==> src/hw/rtl/fmv_pkg.sv <==
// Types and constants for the FIX message validator.
// No dependencies; used by every module of the block.
package fmv_pkg;

  localparam int unsigned LenBits = 20;
  localparam int unsigned TagBits = 20;

  localparam logic [7:0] SOH_BYTE = 8'h01;
  localparam logic [7:0] EQ_BYTE  = 8'h3d;
  localparam logic [7:0] ZERO_CH  = 8'h30;
  localparam logic [7:0] NINE_CH  = 8'h39;

  localparam int unsigned TAG_BEGIN   = 8;
  localparam int unsigned TAG_BODYLEN = 9;
  localparam int unsigned TAG_CHKSUM  = 10;
  localparam int unsigned TAG_SEQNUM  = 34;
  localparam int unsigned TAG_MSGTYPE = 35;
  localparam int unsigned TAG_SENDER  = 49;
  localparam int unsigned TAG_SENDTM  = 52;
  localparam int unsigned TAG_TARGET  = 56;

  localparam int unsigned NumRequired = 5;
  localparam int unsigned ChkMax      = 255;

  typedef enum logic [2:0] {
    ERR_NONE     = 3'd0,
    ERR_HEADER   = 3'd1,
    ERR_BODYLEN  = 3'd2,
    ERR_MALFORM  = 3'd3,
    ERR_DUP      = 3'd4,
    ERR_CHECKSUM = 3'd5,
    ERR_MISSING  = 3'd6
  } err_e;

  typedef enum logic [4:0] {
    PH_H8    = 5'b00001,
    PH_H9    = 5'b00010,
    PH_BODY  = 5'b00100,
    PH_TRAIL = 5'b01000,
    PH_DONE  = 5'b10000
  } phase_e;

  typedef struct packed {
    logic [7:0] data_byte;
    logic       last_byte;
  } in_item_t;

  typedef struct packed {
    logic [TagBits-1:0] field_tag;
    logic [7:0]         value_byte;
    logic               value_valid;
    logic               field_end;
    logic               msg_done;
    logic               msg_ok;
    err_e               error_code;
  } out_item_t;

endpackage

==> src/hw/rtl/fmv_parser.sv <==
// Per-byte parse state and next-state logic of the FIX message validator.
// Depends on fmv_pkg. State advances only on en_i; result_o is combinational.
module fmv_parser import fmv_pkg::*; (
  input  logic      clk_i,
  input  logic      rst_ni,
  input  logic      en_i,
  input  in_item_t  item_i,
  output out_item_t result_o
);

  phase_e             phase_q, phase_d;
  logic [TagBits-1:0] tag_q, tag_d;
  logic               has_digit_q, has_digit_d;
  logic               in_value_q, in_value_d;
  logic [LenBits-1:0] num_q, num_d;
  logic [LenBits-1:0] remain_q, remain_d;
  logic [7:0]         sum_q, sum_d;
  logic [NumRequired-1:0] seen_q, seen_d;
  logic               bad_q, bad_d;
  err_e               pend_q, pend_d;

  logic [7:0]         b;
  logic               digit;
  logic [3:0]         d;
  logic [TagBits+3:0] tag_n;
  logic               tag_ovf;
  logic [TagBits-1:0] tag_sat;
  logic [LenBits+3:0] num_n;
  logic               len_ovf;
  logic [LenBits-1:0] len_sat;
  logic               chk_ovf;
  logic [LenBits-1:0] chk_sat;
  logic               tag_ok;
  logic [NumRequired-1:0] req_bit;
  logic [TagBits-1:0] hdr_tag;

  function automatic logic [NumRequired-1:0] required_bit(logic [TagBits-1:0] tag);
    logic [NumRequired-1:0] r;
    r = '0;
    if (tag == TagBits'(TAG_SEQNUM))       r = NumRequired'(1);
    else if (tag == TagBits'(TAG_MSGTYPE)) r = NumRequired'(2);
    else if (tag == TagBits'(TAG_SENDER))  r = NumRequired'(4);
    else if (tag == TagBits'(TAG_SENDTM))  r = NumRequired'(8);
    else if (tag == TagBits'(TAG_TARGET))  r = NumRequired'(16);
    return r;
  endfunction

  assign b     = item_i.data_byte;
  assign digit = b inside {[ZERO_CH:NINE_CH]};
  assign d     = digit ? 4'(b - ZERO_CH) : 4'd0;

  // acc * 10 + d, saturating at the field maximum
  assign tag_n   = ({tag_q, 3'b000} + {2'b00, tag_q, 1'b0}) + (TagBits+4)'(d);
  assign tag_ovf = |tag_n[TagBits+3:TagBits];
  assign tag_sat = tag_ovf ? '1 : tag_n[TagBits-1:0];

  assign num_n   = ({num_q, 3'b000} + {2'b00, num_q, 1'b0}) + (LenBits+4)'(d);
  assign len_ovf = |num_n[LenBits+3:LenBits];
  assign len_sat = len_ovf ? '1 : num_n[LenBits-1:0];
  assign chk_ovf = |num_n[LenBits+3:8];
  assign chk_sat = chk_ovf ? LenBits'(ChkMax) : num_n[LenBits-1:0];

  assign tag_ok  = !bad_q && has_digit_q && (tag_q != '0);
  assign req_bit = required_bit(tag_q);
  assign hdr_tag = (phase_q == PH_H8) ? TagBits'(TAG_BEGIN) : TagBits'(TAG_BODYLEN);

  always_comb begin
    phase_d     = phase_q;
    tag_d       = tag_q;
    has_digit_d = has_digit_q;
    in_value_d  = in_value_q;
    num_d       = num_q;
    remain_d    = remain_q;
    sum_d       = sum_q;
    seen_d      = seen_q;
    bad_d       = bad_q;
    pend_d      = pend_q;
    result_o    = '0;

    case (phase_q)
      PH_H8, PH_H9: begin
        sum_d = sum_q + b;
        if (!in_value_q) begin
          if (digit) begin
            tag_d       = tag_sat;
            bad_d       = bad_q | tag_ovf;
            has_digit_d = 1'b1;
          end else if (b == EQ_BYTE && !bad_q && has_digit_q && tag_q == hdr_tag) begin
            in_value_d  = 1'b1;
            has_digit_d = 1'b0;
            num_d       = '0;
          end else begin
            result_o.msg_done   = 1'b1;
            result_o.error_code = ERR_HEADER;
            phase_d             = PH_DONE;
          end
        end else if (phase_q == PH_H8) begin
          if (b == SOH_BYTE) begin
            tag_d = '0; has_digit_d = 1'b0; in_value_d = 1'b0; num_d = '0; bad_d = 1'b0;
            phase_d = PH_H9;
          end
        end else if (digit) begin
          num_d       = len_sat;
          bad_d       = bad_q | len_ovf;
          has_digit_d = 1'b1;
        end else if (b == SOH_BYTE) begin
          if (bad_q || !has_digit_q || num_q == '0) begin
            result_o.msg_done   = 1'b1;
            result_o.error_code = ERR_BODYLEN;
            phase_d             = PH_DONE;
          end else begin
            remain_d = num_q;
            tag_d = '0; has_digit_d = 1'b0; in_value_d = 1'b0; num_d = '0; bad_d = 1'b0;
            pend_d  = ERR_NONE;
            phase_d = PH_BODY;
          end
        end else begin
          bad_d = 1'b1;
        end
      end

      PH_BODY: begin
        sum_d    = sum_q + b;
        remain_d = remain_q - 1'b1;
        if (pend_q == ERR_NONE) begin
          if (!in_value_q) begin
            if (digit) begin
              tag_d       = tag_sat;
              bad_d       = bad_q | tag_ovf;
              has_digit_d = 1'b1;
            end else if (b == EQ_BYTE) begin
              in_value_d = 1'b1;
            end else if (b == SOH_BYTE) begin
              pend_d = ERR_MALFORM;
            end else begin
              bad_d = 1'b1;
            end
          end else if (b == SOH_BYTE) begin
            if (!tag_ok) begin
              pend_d = ERR_MALFORM;
            end else if ((seen_q & req_bit) != '0) begin
              pend_d = ERR_DUP;
            end else begin
              seen_d             = seen_q | req_bit;
              result_o.field_end = 1'b1;
            end
            tag_d = '0; has_digit_d = 1'b0; in_value_d = 1'b0; num_d = '0; bad_d = 1'b0;
          end else if (tag_ok) begin
            result_o.field_tag   = tag_q;
            result_o.value_byte  = b;
            result_o.value_valid = 1'b1;
          end
        end
        // body length used up with this byte
        if (remain_q == LenBits'(1)) begin
          if (pend_d != ERR_NONE) begin
            result_o.msg_done   = 1'b1;
            result_o.error_code = pend_d;
            phase_d             = PH_DONE;
          end else begin
            tag_d = '0; has_digit_d = 1'b0; in_value_d = 1'b0; num_d = '0; bad_d = 1'b0;
            phase_d = PH_TRAIL;
          end
        end
      end

      PH_TRAIL: begin
        if (!in_value_q) begin
          if (digit) begin
            tag_d       = tag_sat;
            bad_d       = bad_q | tag_ovf;
            has_digit_d = 1'b1;
          end else if (b == EQ_BYTE && !bad_q && has_digit_q &&
                       tag_q == TagBits'(TAG_CHKSUM)) begin
            in_value_d  = 1'b1;
            has_digit_d = 1'b0;
            num_d       = '0;
          end else begin
            result_o.msg_done   = 1'b1;
            result_o.error_code = ERR_BODYLEN;
            phase_d             = PH_DONE;
          end
        end else if (digit) begin
          num_d       = chk_sat;
          bad_d       = bad_q | chk_ovf;
          has_digit_d = 1'b1;
        end else if (b == SOH_BYTE) begin
          result_o.msg_done = 1'b1;
          phase_d           = PH_DONE;
          if (bad_q || !has_digit_q || num_q != LenBits'(sum_q)) begin
            result_o.error_code = ERR_CHECKSUM;
          end else if (seen_q != '1) begin
            result_o.error_code = ERR_MISSING;
          end else begin
            result_o.msg_ok = 1'b1;
          end
        end else begin
          bad_d = 1'b1;
        end
      end

      default: begin
      end
    endcase

    // end of buffer: fail an open message, then start over
    if (item_i.last_byte) begin
      if (phase_d != PH_DONE) begin
        result_o.msg_done   = 1'b1;
        result_o.msg_ok     = 1'b0;
        result_o.error_code = (phase_d inside {PH_H8, PH_H9}) ? ERR_HEADER : ERR_BODYLEN;
      end
      phase_d     = PH_H8;
      tag_d       = '0;
      has_digit_d = 1'b0;
      in_value_d  = 1'b0;
      num_d       = '0;
      bad_d       = 1'b0;
      remain_d    = '0;
      sum_d       = '0;
      seen_d      = '0;
      pend_d      = ERR_NONE;
    end
  end

  always_ff @(posedge clk_i or negedge rst_ni) begin
    if (!rst_ni) begin
      phase_q     <= PH_H8;
      tag_q       <= '0;
      has_digit_q <= 1'b0;
      in_value_q  <= 1'b0;
      num_q       <= '0;
      remain_q    <= '0;
      sum_q       <= '0;
      seen_q      <= '0;
      bad_q       <= 1'b0;
      pend_q      <= ERR_NONE;
    end else if (en_i) begin
      phase_q     <= phase_d;
      tag_q       <= tag_d;
      has_digit_q <= has_digit_d;
      in_value_q  <= in_value_d;
      num_q       <= num_d;
      remain_q    <= remain_d;
      sum_q       <= sum_d;
      seen_q      <= seen_d;
      bad_q       <= bad_d;
      pend_q      <= pend_d;
    end
  end

endmodule

==> src/hw/rtl/fix_message_validator.sv <==
// FIX tag=value message validator, top level.
// Usage:
//   Input channel (in_valid_i / in_ready_o / in_data_i) carries one raw byte
//   per request plus a last_byte flag marking the end of the raw buffer.
//   Output channel (out_valid_o / out_ready_i / out_data_o) returns exactly
//   one result per input byte, in order: body value bytes with their tag,
//   field-end marks, and the message verdict with an error code.
// Datapath: an accepted byte is parsed from the input register and its
//   result is registered into out_data_o.
// Throughput: one byte per cycle while out_ready_i is high; the parse state
//   updates once per byte, so consecutive bytes follow back to back.
// Reset: rst_ni (async, active low) empties both registers and returns the
//   parser to expecting header tag 8.
// Stall: while out_ready_i is low the result holds; the input register still
//   takes one more byte, then in_ready_o drops until the output drains.
// Depends on fmv_pkg and fmv_parser.
module fix_message_validator import fmv_pkg::*; (
  input  logic      clk_i,
  input  logic      rst_ni,
  input  logic      in_valid_i,
  output logic      in_ready_o,
  input  in_item_t  in_data_i,
  output logic      out_valid_o,
  input  logic      out_ready_i,
  output out_item_t out_data_o
);

  logic      in_valid_q;
  in_item_t  in_q;
  logic      out_valid_q;
  out_item_t out_q;
  out_item_t result;
  logic      advance;

  assign advance    = in_valid_q && (!out_valid_q || out_ready_i);
  assign in_ready_o = !in_valid_q || advance;

  fmv_parser u_parser (
    .clk_i    (clk_i),
    .rst_ni   (rst_ni),
    .en_i     (advance),
    .item_i   (in_q),
    .result_o (result)
  );

  always_ff @(posedge clk_i or negedge rst_ni) begin
    if (!rst_ni) begin
      in_valid_q  <= 1'b0;
      out_valid_q <= 1'b0;
    end else begin
      if (in_valid_i && in_ready_o) begin
        in_valid_q <= 1'b1;
      end else if (advance) begin
        in_valid_q <= 1'b0;
      end
      if (advance) begin
        out_valid_q <= 1'b1;
      end else if (out_ready_i) begin
        out_valid_q <= 1'b0;
      end
    end
  end

  always_ff @(posedge clk_i) begin
    if (in_valid_i && in_ready_o) begin
      in_q <= in_data_i;
    end
    if (advance) begin
      out_q <= result;
    end
  end

  assign out_valid_o = out_valid_q;
  assign out_data_o  = out_q;

endmodule

==> config.mk <==
export PLATFORM = sky130hd
export DESIGN_NAME = fix_message_validator
export DESIGN_NICKNAME = d
export VERILOG_FILES = /design/src/hw/rtl/fmv_pkg.sv /design/src/hw/rtl/fmv_parser.sv /design/src/hw/rtl/fix_message_validator.sv
export SDC_FILE = /design/constraint.sdc
export NUM_CORES = 1
export LEC_CHECK = 0
export BUFFER_PORTS_ARGS = -buffer_cell sky130_fd_sc_hd__clkbuf_2
export CORE_MARGIN = 5
export CORE_UTILIZATION = 60
export CTS_CLUSTER_SIZE = 28
export DETAILED_ROUTE_END_ITERATION = 16
export PLACE_DENSITY = 0.82
export RECOVER_POWER = 50
export SYNTH_ARGS = -nofsm -noshare
export SYNTH_HDL_FRONTEND = slang
export SYNTH_SLANG_ARGS = --single-unit
==> constraint.sdc <==
create_clock -name clk_i -period 7 [get_ports clk_i]
set_clock_uncertainty 0.15 [all_clocks]
set_input_delay 1.4 -clock clk_i [delete_from_list [all_inputs] [get_ports clk_i]]
set_output_delay 1.4 -clock clk_i [all_outputs]
set_load 0.01 [all_outputs]
==> metrics.yaml <==
routedWlPerCell_um: 19.7
maxSlewViolCount: 132
tightest_slew_ns: 3.42
synth_top_area_share: 0.205
hold_path_class: "register to register"
firstDrtPassIters: 7
synth-edff-count: 44
grt_max_degree: 62
start_util: 0.606
period_minus_slack_ns: 5.53
cts_resized: 0
hold_depth: 2
syn_avg_cell_area_sq_um: 8.49
die_w_um: 141
wl_um: 29300
die_area_sq_mm: 0.0200
finalCritPeriodShare: 0.790
hold_buffers: 0
fmax_mhz: 181
startpoint_type: "register"
critPathArrivalTime_ns: 5.65
num_rows: 48
synth.area.top_cells: "dfrtp_1, edfxtp_1, ha_1"
nets: 1351
r2r-start: "in_q[2]"
worstSetupEndpointType: "register"
cap_violations: 3
synthArstFlopShare: 0.662
drive_gt1_frac: 0.0588
yosysTopAreaCell: "dfrtp_1"
yosysMostFrequentCell: "nand2_1"
place_congestion: 0.965
slew_headroom: -1.28
yosysSeqAreaShare: 0.335
p_leak_nw: 5.14
cts_tree: "done"
synthCells: 1222
cts.sinks: 130
numPortBuffers: 49
fillers: 1420
vias_per_cell: 6.76
grt_pass1_wl_um: 46800
utilization: 0.658
hold_viol: 0
clkLatencyLatePin_ns: 0.44
reg2reg_depth: 17
antenna_found_initial: 1
overflow: 0
violations: "max-capacitance violations, max-slew violations"
post_cts_buffers: 0
clockBufferDepth: 2
crit_family: "compound AO/OA/AOI/OAI gates"
path_max_fanout: 25
required_ns: 7.12
reg2reg_slack_ns: 1.47
synth_ff_type: "dfrtp_1"
yosys-top-cells-count: "nand2_1, a21oi_1, nor2_1, ha_1, o21ai_0"
dpl.hpwl_um: 20900
syn_to_final_growth_pct: 8.53
tns_ns: 0
core-area_sq_mm: 0.0171
drt_iter0_drc: 1342
syn_nets: 1327
cts_max_level: 4
slowest_delay_ns: 0.64
boundaryPins: 50
numCtsBuffers: 17
synthesis.area_sq_mm: 0.0104
worst-path-buf-inv: 1
ys_warn_count: 0
worstReg2RegEnd: "u_parser.num_q[2]"
ant_nets: 0
slowest_stage: "o31ai_1"
crit_type: "register to register"
ir_worst_vdd_v: 0.000252
vias: 10030
drc: 0
synth_cell_types: 87
status: "complete, but fails checks"
grt_usage: 0.288
fin_hold_ws_ns: 0.371
grt_pass1_vias: 9251
grt_setup_unrepaired: "no"
hold_path_end: "u_parser.remain_q[3]"
crit_chain: "o21ai_0, nor2b_1, buf_4, nand2_1, xnor2_1, ha_1, a31o_2, ha_1, a211oi_1, o21ai_0, o2111ai_1, nand3_1, o311ai_0, o221ai_1, or2_1, o31ai_1, o311ai_0"
n_antenna_cell: 0
root_buffer: "clkbuf_16"
worstHoldStart: "u_parser.remain_q[3]"
synth_seq_cells: 130
power.density_mw_per_mm2: 250
cts.clk_slew.worst_paths_ns: 0.07
setup_viol: 0
die_h_um: 141
worst register-to-register path: stages (launching register included):
cell and delay (ns):
edfxtp_1 0.51, o21ai_0 0.25, nor2b_1 0.16, buf_4 0.29, nand2_1 0.17, xnor2_1 0.16
ha_1 0.18, a31o_2 0.21, ha_1 0.35, a211oi_1 0.36, o21ai_0 0.19, o2111ai_1 0.26
nand3_1 0.15, o311ai_0 0.36, o221ai_1 0.20, or2_1 0.52, o31ai_1 0.65, o311ai_0 0.24
cell type report:
| cell class | instances | area [sq um] | area share |
|---|---|---|---|
| clock buffer | 17 | 425 | 0.0378 |
| multi-input combinational | 1003 | 6550 | 0.582 |
| sequential | 130 | 3470 | 0.309 |
| clock inverter | 15 | 143 | 0.0127 |
| tap | 225 | 282 | 0.0250 |
| inverter | 38 | 143 | 0.0127 |
| timing repair buffer | 56 | 243 | 0.0216 |
registers in the layout, indices dropped and copies added (netlist names), 3 cells and up:
signal	count
in_q	9
out_data_o	35
u_parser.num_q	20
u_parser.pend_q	3
u_parser.phase_q	5
u_parser.remain_q	20
u_parser.seen_q	5
u_parser.sum_q	8
u_parser.tag_q	20
where the power goes:
group / switching, mW / internal, mW
Sequential: 0.113 / 0.869
Clock: 0.399 / 0.468
Combinational: 0.621 / 0.340
Total: 1.13 / 1.68
layout by cell type, fill, tap and decap left out, drive strengths merged, types with 18 or more instances in the layout:
master,count
a21o,18
a21oi,110
and2,36
clkbuf,68
dfrtp,85
edfxtp,44
ha,89
inv,44
nand2,128
nand3,31
nor2,99
nor3,33
nor4,24
o211ai,21
o21a,18
o21ai,104
xnor2,27
metal layers:
| layer | vias up | GRT usage | share of wire |
|---|---|---|---|
| met5 | - | 0 | 0.00024 |
| met4 | 2 | 0.106 | 0.029 |
| met3 | 89 | 0.0677 | 0.089 |
| met2 | 531 | 0.452 | 0.46 |
| met1 | 4742 | 0.391 | 0.43 |
| li1 | 4666 | - | - |
per-stage QoR:
step / area [sq um] / power, mW / setup slack [ns] / std cells
3_5_place_dp: 10700 / 1.92 / 1.57 / 1452
3_3_place_gp: 10700 / 1.90 / 1.78 / 1452
6_report: 11300 / 2.81 / 1.47 / 1484
2_1_floorplan: 10400 / 1.67 / 2.26 / 1222
4_1_cts: 11300 / 2.78 / 1.50 / 1484
5_1_grt: 11300 / 2.94 / 0.683 / 1484
logic make-up after synthesis:
kind of cell | share of synthesized area
adder cells (fa/ha/maj) | 0.113
XOR/XNOR | 0.0355
AND/OR/NAND/NOR | 0.216
flip-flops | 0.335
AO/OA/AOI/OAI | 0.264
buffers and inverters | 0.0343
multiplexers | 0.00205
how the worst max path moves through the flow:
stage	startpoint	to	cells past startpoint
3_3_place_gp	in_q[2]	u_parser.num_q[2]	17
5_1_grt	rst_ni	u_parser.num_q[11]	2
2_1_floorplan	in_q[2]	u_parser.tag_q[11]	20
4_1_cts	in_q[2]	u_parser.num_q[2]	17
6_report	in_q[2]	u_parser.num_q[2]	17
3_5_place_dp	in_q[2]	u_parser.num_q[2]	17
(Power assumes the default switching activity.)
